File: src/rtl/qats_pkg.sv
// shared types and constants for the quote aware token splitter
// no dependencies; used by the interfaces and all rtl modules
package qats_pkg;

  localparam int LENGTH_BITS    = 16;
  localparam int OFFSET_BITS    = 32;
  localparam int MASK_BITS      = 64;
  localparam int NUM_MASKS      = 4;
  localparam int CFG_INDEX_BITS = 2;
  localparam int FIFO_DEPTH     = 4;
  localparam int FIFO_PTR_BITS  = $clog2(FIFO_DEPTH);
  localparam int FIFO_CNT_BITS  = $clog2(FIFO_DEPTH + 1);

  localparam logic [7:0] QUOTE_BYTE     = 8'h22;
  localparam logic [7:0] BACKSLASH_BYTE = 8'h5C;

  localparam logic [LENGTH_BITS-1:0] LEN_MAX = {LENGTH_BITS{1'b1}};

  // one result transaction
  typedef struct packed {
    logic [OFFSET_BITS-1:0] token_start;
    logic [LENGTH_BITS-1:0] token_length;
    logic                   length_saturated;
    logic                   final_token;
  } token_t;

  // results produced by one accepted byte, pushed into the output queue
  typedef struct packed {
    logic   push0;
    logic   push1;
    token_t tok0;
    token_t tok1;
  } push_t;

endpackage

File: src/rtl/qats_if.sv
// channel interfaces for the quote aware token splitter
// depends on qats_pkg
interface qats_in_if;
  import qats_pkg::*;

  logic       valid;
  logic       ready;
  logic [7:0] byte_in;
  logic       end_of_text;

  modport source (output valid, output byte_in, output end_of_text, input ready);
  modport sink (input valid, input byte_in, input end_of_text, output ready);
endinterface

interface qats_out_if;
  import qats_pkg::*;

  logic                   valid;
  logic                   ready;
  logic [OFFSET_BITS-1:0] token_start;
  logic [LENGTH_BITS-1:0] token_length;
  logic                   length_saturated;
  logic                   final_token;

  modport source (output valid, output token_start, output token_length,
                  output length_saturated, output final_token, input ready);
  modport sink (input valid, input token_start, input token_length,
                input length_saturated, input final_token, output ready);
endinterface

File: src/rtl/qats_core.sv
// delimiter masks, quote/escape tracking and token bookkeeping
// depends on qats_pkg; feeds qats_fifo through a qats_pkg::push_t
module qats_core (
  input  logic                                 clk,
  input  logic                                 rst,
  input  logic                                 cfg_we,
  input  logic [qats_pkg::CFG_INDEX_BITS-1:0]  cfg_index,
  input  logic [qats_pkg::MASK_BITS-1:0]       cfg_data,
  input  logic                                 accept,
  input  logic [7:0]                           byte_in,
  input  logic                                 end_of_text,
  output qats_pkg::push_t                      push
);
  import qats_pkg::*;

  logic [MASK_BITS-1:0]   delim_mask [NUM_MASKS];
  logic                   inside_quotes, inside_quotes_next;
  logic                   escape_pending, escape_pending_next;
  logic [LENGTH_BITS-1:0] current_length, current_length_next;
  logic                   length_overflowed, length_overflowed_next;
  logic [OFFSET_BITS-1:0] current_start, current_start_next;
  logic [OFFSET_BITS-1:0] stream_position, stream_position_next;

  logic                   is_delim;
  logic                   split;
  logic [OFFSET_BITS-1:0] pos_inc;
  logic                   q_upd, e_upd;
  logic [LENGTH_BITS-1:0] len_upd;
  logic                   ovf_upd;

  // delimiter mask registers
  always_ff @(posedge clk) begin
    if (rst) begin
      for (int i = 0; i < NUM_MASKS; i++) delim_mask[i] <= '0;
    end else if (cfg_we) begin
      delim_mask[cfg_index] <= cfg_data;
    end
  end

  assign is_delim = delim_mask[byte_in[7:6]][byte_in[5:0]];
  assign split    = !inside_quotes && !escape_pending && is_delim;
  assign pos_inc  = stream_position + OFFSET_BITS'(1);

  // quote and escape update for a non-delimiter byte
  always_comb begin
    q_upd = inside_quotes;
    e_upd = escape_pending;
    if (escape_pending) begin
      e_upd = 1'b0;
    end else if (inside_quotes) begin
      if (byte_in == QUOTE_BYTE) q_upd = 1'b0;
    end else begin
      if (byte_in == QUOTE_BYTE) q_upd = 1'b1;
      if (byte_in == BACKSLASH_BYTE) e_upd = 1'b1;
    end
  end

  // saturating length count
  always_comb begin
    len_upd = current_length;
    ovf_upd = length_overflowed;
    if (current_length == LEN_MAX) begin
      ovf_upd = 1'b1;
    end else begin
      len_upd = current_length + LENGTH_BITS'(1);
    end
  end

  // results and next state for one byte
  always_comb begin
    inside_quotes_next     = inside_quotes;
    escape_pending_next    = escape_pending;
    current_length_next    = current_length;
    length_overflowed_next = length_overflowed;
    current_start_next     = current_start;
    stream_position_next   = stream_position;
    push                   = '0;
    if (accept) begin
      if (split) begin
        push.push0                  = 1'b1;
        push.tok0.token_start       = current_start;
        push.tok0.token_length      = current_length;
        push.tok0.length_saturated  = length_overflowed;
        push.tok0.final_token       = 1'b0;
        inside_quotes_next          = 1'b0;
        escape_pending_next         = 1'b0;
        current_length_next         = '0;
        length_overflowed_next      = 1'b0;
        if (end_of_text) begin
          // empty final token after a closing delimiter
          push.push1                  = 1'b1;
          push.tok1.token_start       = pos_inc;
          push.tok1.token_length      = '0;
          push.tok1.length_saturated  = 1'b0;
          push.tok1.final_token       = 1'b1;
          current_start_next          = '0;
          stream_position_next        = '0;
        end else begin
          current_start_next   = pos_inc;
          stream_position_next = pos_inc;
        end
      end else if (end_of_text) begin
        push.push0                  = 1'b1;
        push.tok0.token_start       = current_start;
        push.tok0.token_length      = len_upd;
        push.tok0.length_saturated  = ovf_upd;
        push.tok0.final_token       = 1'b1;
        inside_quotes_next          = 1'b0;
        escape_pending_next         = 1'b0;
        current_length_next         = '0;
        length_overflowed_next      = 1'b0;
        current_start_next          = '0;
        stream_position_next        = '0;
      end else begin
        inside_quotes_next     = q_upd;
        escape_pending_next    = e_upd;
        current_length_next    = len_upd;
        length_overflowed_next = ovf_upd;
        stream_position_next   = pos_inc;
      end
    end
  end

  // token state registers
  always_ff @(posedge clk) begin
    if (rst) begin
      inside_quotes     <= 1'b0;
      escape_pending    <= 1'b0;
      current_length    <= '0;
      length_overflowed <= 1'b0;
      current_start     <= '0;
      stream_position   <= '0;
    end else begin
      inside_quotes     <= inside_quotes_next;
      escape_pending    <= escape_pending_next;
      current_length    <= current_length_next;
      length_overflowed <= length_overflowed_next;
      current_start     <= current_start_next;
      stream_position   <= stream_position_next;
    end
  end

`ifndef ASSERT_OFF
  // the end of the stream returns offsets to zero
  assert property (@(posedge clk) disable iff (rst)
    accept && end_of_text |=> stream_position == '0 && current_start == '0)
    else $error("offsets not cleared after end of text");

  // quote and escape are never pending together
  assert property (@(posedge clk) disable iff (rst)
    !(inside_quotes && escape_pending))
    else $error("quote and escape both pending");
`endif

endmodule

File: src/rtl/qats_fifo.sv
// four entry output queue taking up to two tokens per cycle
// depends on qats_pkg
module qats_fifo (
  input  logic             clk,
  input  logic             rst,
  input  qats_pkg::push_t  push,
  output logic             room,
  input  logic             pop_ready,
  output logic             head_valid,
  output qats_pkg::token_t head
);
  import qats_pkg::*;

  token_t                   mem [FIFO_DEPTH];
  logic [FIFO_PTR_BITS-1:0] wr_ptr, rd_ptr;
  logic [FIFO_CNT_BITS-1:0] count, count_next;
  logic                     pop;
  logic [1:0]               n_push;

  assign head_valid = count != '0;
  assign head       = mem[rd_ptr];
  assign pop        = head_valid && pop_ready;
  assign room       = count <= FIFO_CNT_BITS'(FIFO_DEPTH - 2);
  assign n_push     = {1'b0, push.push0} + {1'b0, push.push1};
  assign count_next = count + FIFO_CNT_BITS'(n_push) - FIFO_CNT_BITS'(pop);

  // entry storage
  always_ff @(posedge clk) begin
    if (push.push0) mem[wr_ptr] <= push.tok0;
    if (push.push1) mem[wr_ptr + FIFO_PTR_BITS'(1)] <= push.tok1;
  end

  // pointers and fill count
  always_ff @(posedge clk) begin
    if (rst) begin
      wr_ptr <= '0;
      rd_ptr <= '0;
      count  <= '0;
    end else begin
      wr_ptr <= wr_ptr + FIFO_PTR_BITS'(n_push);
      rd_ptr <= rd_ptr + FIFO_PTR_BITS'(pop);
      count  <= count_next;
    end
  end

`ifndef ASSERT_OFF
  // a second token only comes with a first
  assert property (@(posedge clk) disable iff (rst) push.push1 |-> push.push0)
    else $error("second token pushed without first");

  // pushes only while two slots are free
  assert property (@(posedge clk) disable iff (rst) push.push0 |-> room)
    else $error("push into full queue");

  // fill count stays within depth
  assert property (@(posedge clk) disable iff (rst)
    count <= FIFO_CNT_BITS'(FIFO_DEPTH))
    else $error("queue count overflow");
`endif

endmodule

File: src/rtl/quote_aware_token_splitter.sv
// Splits a byte stream into tokens at configured delimiter bytes, honoring double quotes
// and backslash escapes, and reports each token's start offset and saturating length.
// One byte is accepted per cycle: the quote/escape and length update is a single pass of
// logic from the accepted byte into the state and a 4-entry output queue. A byte yields at
// most one token, except a delimiter on the end-of-text byte, which yields two; tokens
// leave the queue one per cycle while the sink is ready; input is held off while fewer
// than two queue slots are free. Depends on qats_pkg, qats_if, qats_core and qats_fifo.
module quote_aware_token_splitter (
  input  logic                                clk,
  input  logic                                rst,
  input  logic                                cfg_we,
  input  logic [qats_pkg::CFG_INDEX_BITS-1:0] cfg_index,
  input  logic [qats_pkg::MASK_BITS-1:0]      cfg_data,
  qats_in_if.sink                             in_ch,
  qats_out_if.source                          out_ch
);
  import qats_pkg::*;

  push_t  push;
  token_t head;
  logic   room;
  logic   head_valid;
  logic   accept;

  assign in_ch.ready = room;
  assign accept      = in_ch.valid && room;

  // token logic
  qats_core u_core (
    .clk         (clk),
    .rst         (rst),
    .cfg_we      (cfg_we),
    .cfg_index   (cfg_index),
    .cfg_data    (cfg_data),
    .accept      (accept),
    .byte_in     (in_ch.byte_in),
    .end_of_text (in_ch.end_of_text),
    .push        (push)
  );

  // output queue
  qats_fifo u_fifo (
    .clk        (clk),
    .rst        (rst),
    .push       (push),
    .room       (room),
    .pop_ready  (out_ch.ready),
    .head_valid (head_valid),
    .head       (head)
  );

  // result channel
  assign out_ch.valid            = head_valid;
  assign out_ch.token_start      = head.token_start;
  assign out_ch.token_length     = head.token_length;
  assign out_ch.length_saturated = head.length_saturated;
  assign out_ch.final_token      = head.final_token;

endmodule

File: src/flat_wrapper.sv
// flat-port wrapper written by rule: the top's interface ports become plain ports
module quote_aware_token_splitter_flat import qats_pkg::*;
  (clk, rst, cfg_we, cfg_index, cfg_data, in_ch_valid, in_ch_byte_in, in_ch_end_of_text, in_ch_ready, out_ch_valid, out_ch_token_start, out_ch_token_length, out_ch_length_saturated, out_ch_final_token, out_ch_ready);
  qats_in_if in_ch_i ();
  qats_out_if out_ch_i ();
  input  logic clk;
  input  logic rst;
  input  logic cfg_we;
  input  logic [qats_pkg::CFG_INDEX_BITS-1:0] cfg_index;
  input  logic [qats_pkg::MASK_BITS-1:0] cfg_data;
  input wire logic [$bits(in_ch_i.valid)-1:0] in_ch_valid;
  input wire logic [$bits(in_ch_i.byte_in)-1:0] in_ch_byte_in;
  input wire logic [$bits(in_ch_i.end_of_text)-1:0] in_ch_end_of_text;
  output wire logic [$bits(in_ch_i.ready)-1:0] in_ch_ready;
  output wire logic [$bits(out_ch_i.valid)-1:0] out_ch_valid;
  output wire logic [$bits(out_ch_i.token_start)-1:0] out_ch_token_start;
  output wire logic [$bits(out_ch_i.token_length)-1:0] out_ch_token_length;
  output wire logic [$bits(out_ch_i.length_saturated)-1:0] out_ch_length_saturated;
  output wire logic [$bits(out_ch_i.final_token)-1:0] out_ch_final_token;
  input wire logic [$bits(out_ch_i.ready)-1:0] out_ch_ready;
  assign in_ch_i.valid = in_ch_valid;
  assign in_ch_i.byte_in = in_ch_byte_in;
  assign in_ch_i.end_of_text = in_ch_end_of_text;
  assign in_ch_ready = in_ch_i.ready;
  assign out_ch_valid = out_ch_i.valid;
  assign out_ch_token_start = out_ch_i.token_start;
  assign out_ch_token_length = out_ch_i.token_length;
  assign out_ch_length_saturated = out_ch_i.length_saturated;
  assign out_ch_final_token = out_ch_i.final_token;
  assign out_ch_i.ready = out_ch_ready;
  quote_aware_token_splitter u_core (.clk(clk), .rst(rst), .cfg_we(cfg_we), .cfg_index(cfg_index), .cfg_data(cfg_data), .in_ch(in_ch_i), .out_ch(out_ch_i));
endmodule
File: config.mk
export PLATFORM = sky130hd
export DESIGN_NAME = quote_aware_token_splitter_flat
export DESIGN_NICKNAME = d
export VERILOG_FILES = /design/src/rtl/qats_pkg.sv /design/src/rtl/qats_if.sv /design/src/rtl/qats_core.sv /design/src/rtl/qats_fifo.sv /design/src/rtl/quote_aware_token_splitter.sv /design/src/flat_wrapper.sv
export SDC_FILE = /design/constraint.sdc
export NUM_CORES = 1
export LEC_CHECK = 0
export BUFFER_PORTS_ARGS = -buffer_cell sky130_fd_sc_hd__buf_2
export CAP_MARGIN = 20
export CORE_ASPECT_RATIO = 0.75
export CORE_UTILIZATION = 35
export CTS_BUF_LIST = sky130_fd_sc_hd__clkbuf_4
export CTS_CLUSTER_DIAMETER = 60
export DETAILED_ROUTE_END_ITERATION = 12
export SYNTH_ARGS = -nofsm -noshare
export SYNTH_HDL_FRONTEND = slang
export SYNTH_SLANG_ARGS = --single-unit
File: constraint.sdc
create_clock -name clk -period 4 [get_ports clk]
set_clock_uncertainty 0.05 [all_clocks]
set_input_delay 0.2 -clock clk [delete_from_list [all_inputs] [get_ports clk]]
set_output_delay 0.2 -clock clk [all_outputs]
set_load 0.05 [all_outputs]
==> qor.csv <==
metric,value,unit
outcome,"finished, final reports clean",
Reg2Reg Depth,17,
FP Rows,85,
cell area after layout,31000,sq um
CP Buf/Inv Count,2,
Syn Inst Count,1966,
number of max-cap violations,0,
number of library cell types mapped by synthesis,77,
WS Path Type,register to register,
Hold EP,u_core.u_core.delim_mask[2][49]$_SDFFCE_PN0P_,
Fin. Hold Viols,0,
Final min period,3980,ps
max incr delay on CP,470,ps
Iter 0 DRT Violations,1782,
CTS H-tree lvls,4,
clk sinks,546,
Crit path max-delay family,adder cells,
"slowest stage cell, crit path",mux4_2,
Detailed Route WL,72100,microns
Fmax,251,MHz
launch point of the worst reg-to-reg path,u_core.u_core.delim_mask[3][26]$_DFFE_PP_,
Clock Path Buffers,3,
CP Launch Type,register,
Ports,132,
vias in the first global route,18657,
Worst Hold Class,input port to register,
Hold Startpoint,cfg_data[49],
Vias,18356,
DP Area,27700,sq um
Post-synth EDFFs,388,
total global-route track usage,0.195,
proportion of layout cells with a drive suffix above 1,0.262,
die area,73800,sq um
Die Y,236,microns
drt pass-1 iters,6,
post-synth top area cell,edfxtp_1,
period utilization,0.995,
RSZ-0062 raised after global routing,true,
Via density,5.39,
Syn Area/Cell,12.9,sq um
Wirelength per Cell,21.2,microns
syn_nets,2055,
gpl congestion,0.840,
first-pass GRT wire length,110000,microns
final net count,2422,
Post-synth top cells,"edfxtp_1 (388), and2_1 (266), dfxtp_1 (158)",
fillers,6633,
reg-to-reg setup timing slack,20,ps
synthesized area,25400,sq um
Max IR drop VDD,253,uV
total grt overflow,0,
LEAKAGE,11.2,nW
"Data required, critical path",4730,ps
top-count cell post-synth,edfxtp_1,
Layout area overhead,21.7,%
Pwr per Cell Area,510,nW/um^2
setup violators final,0,
setup ws final,18.3,ps
max-slew violations,0,
Synth Flop Type,edfxtp_1,
clock-pin transition on the worst setup and hold timing paths,60,ps
total power,15.8,mW
DR DRC count,0,
Critical Path Sink Type,register,
ys async rst share,0,
Hold Path Stages,3,
Port Buffer Count,131,
worst path arrival time,4710,ps
worst slack at placement,-169,ps
Worst-Margin Slew,996,ps
initial core utilization,0.354,
largest net degree at the start of global routing,73,
cells taking the most area after synthesis,"edfxtp_1 (46%), dfxtp_1 (12%), mux4_2 (9.3%)",
relative slew slack,0.336,
Worst Path Max Fanout,3,
post-synthesis register bit count,546,
Yosys top cell area share,0.458,
Critical Path Stages,17,
CTS tree,yes,
Core ar.,71900,sq um
"Warnings, synthesis",0,
later-pin clock latency in the skew report,980,ps
ordered list of cells on the worst path,mux4_2 -> mux2i_1 -> o22ai_1 -> or2_4 -> a311o_1 -> o21ai_4 -> and2_4 -> nor2_2 -> ha_1 -> inv_1 -> ha_1 -> inv_1 -> ha_2 -> fa_2 -> xor2_2 -> xnor2_1 -> nor2_1,
part of the Yosys area used for sequential elements,0.582,
r2r endpoint,u_core.u_fifo.count[2]$_SDFF_PP0_,
Final ANT Viol Nets,0,
Root Buffer,clkbuf_4,
Num CTS Buffers,147,
initial antenna violation count,6,
HPWL Detailed,43800,microns
Die Width,313,microns
sequential cells by signal, summed over array words and instances, names as in the netlist:
signal,flops
u_core.u_core.delim_mask,256
u_core.u_fifo.mem,200
u_core.u_core.current_start,32
u_core.u_core.stream_position,32
u_core.u_core.current_length,16
u_core.u_fifo.count,3
u_core.u_fifo.rd_ptr,2
u_core.u_fifo.wr_ptr,2
u_core.u_core.escape_pending,1
u_core.u_core.inside_quotes,1
u_core.u_core.length_overflowed,1
worst max-delay path by stage:
| stage | startpoint | endpoint |
|---|---|---|
| global route | u_core.u_core.delim_mask[1][18]$_SDFFCE_PN0P_ | u_core.u_fifo.count[2]$_SDFF_PP0_ |
| detailed placement | in_ch_byte_in[6] | u_core.u_fifo.count[2]$_SDFF_PP0_ |
| CTS | u_core.u_core.delim_mask[1][24]$_SDFFCE_PN0P_ | u_core.u_fifo.count[2]$_SDFF_PP0_ |
| floorplan | in_ch_byte_in[6] | u_core.u_fifo.count[2]$_SDFF_PP0_ |
| global placement | in_ch_byte_in[6] | u_core.u_fifo.count[2]$_SDFF_PP0_ |
| finish | u_core.u_core.delim_mask[3][26]$_DFFE_PP_ | u_core.u_fifo.count[2]$_SDFF_PP0_ |
cell usage in the layout (no fill, tap or decap), drive strengths merged, types with 13 or more instances in the layout:
| cell | count |
|---|---|
| a211oi | 24 |
| a21oi | 36 |
| a22o | 142 |
| a22oi | 33 |
| a31oi | 13 |
| and2 | 267 |
| and3 | 20 |
| buf | 239 |
| clkbuf | 218 |
| clkinv | 29 |
| dfxtp | 158 |
| dlygate4sd3 | 130 |
| edfxtp | 388 |
| inv | 28 |
| mux2i | 27 |
| mux4 | 105 |
| nand2 | 93 |
| nand3 | 47 |
| nand4 | 17 |
| nor2 | 118 |
| nor2b | 15 |
| nor3 | 29 |
| o21ai | 51 |
| o22ai | 16 |
| o2bb2ai | 17 |
| xnor2 | 34 |
stage by stage:
stage	hold slack, ps	setup TNS [ps]	utilization	cells
finish	91.0	0	0.431	3405
global route	32.7	-354	0.431	3402
CTS	1.07	0	0.429	3390
global placement	393	-164	0.385	3006
detailed placement	397	-247	0.385	3006
floorplan	348	-269	-	1966
final cells by class:
type / count / area [sq um] / share of cell area
diodes: 7 / 17.5 / 0.000566
inverters: 21 / 78.8 / 0.00255
clock buffers: 218 / 1640 / 0.0528
repair buffers: 369 / 2970 / 0.0959
well taps: 957 / 1200 / 0.0387
multi-input cells: 1248 / 10000 / 0.323
clock inverters: 39 / 245 / 0.00792
flip-flops and latches: 546 / 14800 / 0.479
metal layers:
layer  track usage  wire [microns]  vias up
li1              -               -     8356
met1         0.268           31600     9139
met2         0.300           33400      758
met3        0.0464            5770      101
met4        0.0687            1280        2
met5             0              13        -
worst register-to-register path: stages, from the launching register on:
cell	delay [ps]
edfxtp_1	360
mux4_2	470
mux2i_1	200
o22ai_1	140
or2_4	290
a311o_1	420
o21ai_4	170
and2_4	170
nor2_2	40
ha_1	290
inv_1	50
ha_1	270
inv_1	40
ha_2	170
fa_2	350
xor2_2	160
xnor2_1	130
nor2_1	50
power by group:
group	internal, mW	switching, mW
Sequential	6.64	0.327
Clock	2.59	2.41
Combinational	1.36	2.48
Total	10.6	5.22
cells by family after synthesis:
family,after synthesis,share of synthesized area
flip-flops,546,0.582
XOR/XNOR,37,0.0127
adder cells (fa/ha/maj),9,0.00472
AND/OR/NAND/NOR,669,0.143
multiplexers,141,0.108
AO/OA/AOI/OAI,392,0.119
buffers and inverters,172,0.0303
timing repair:
action	in CTS	in global routing
resized for setup	1	5
setup buffers	0	2
pin swaps	2	8
endpoints found under the setup margin	2	3
hold buffers	127	4
endpoints found under the hold margin	327	30
No activity file was read; power rests on OpenSTA's default activity.
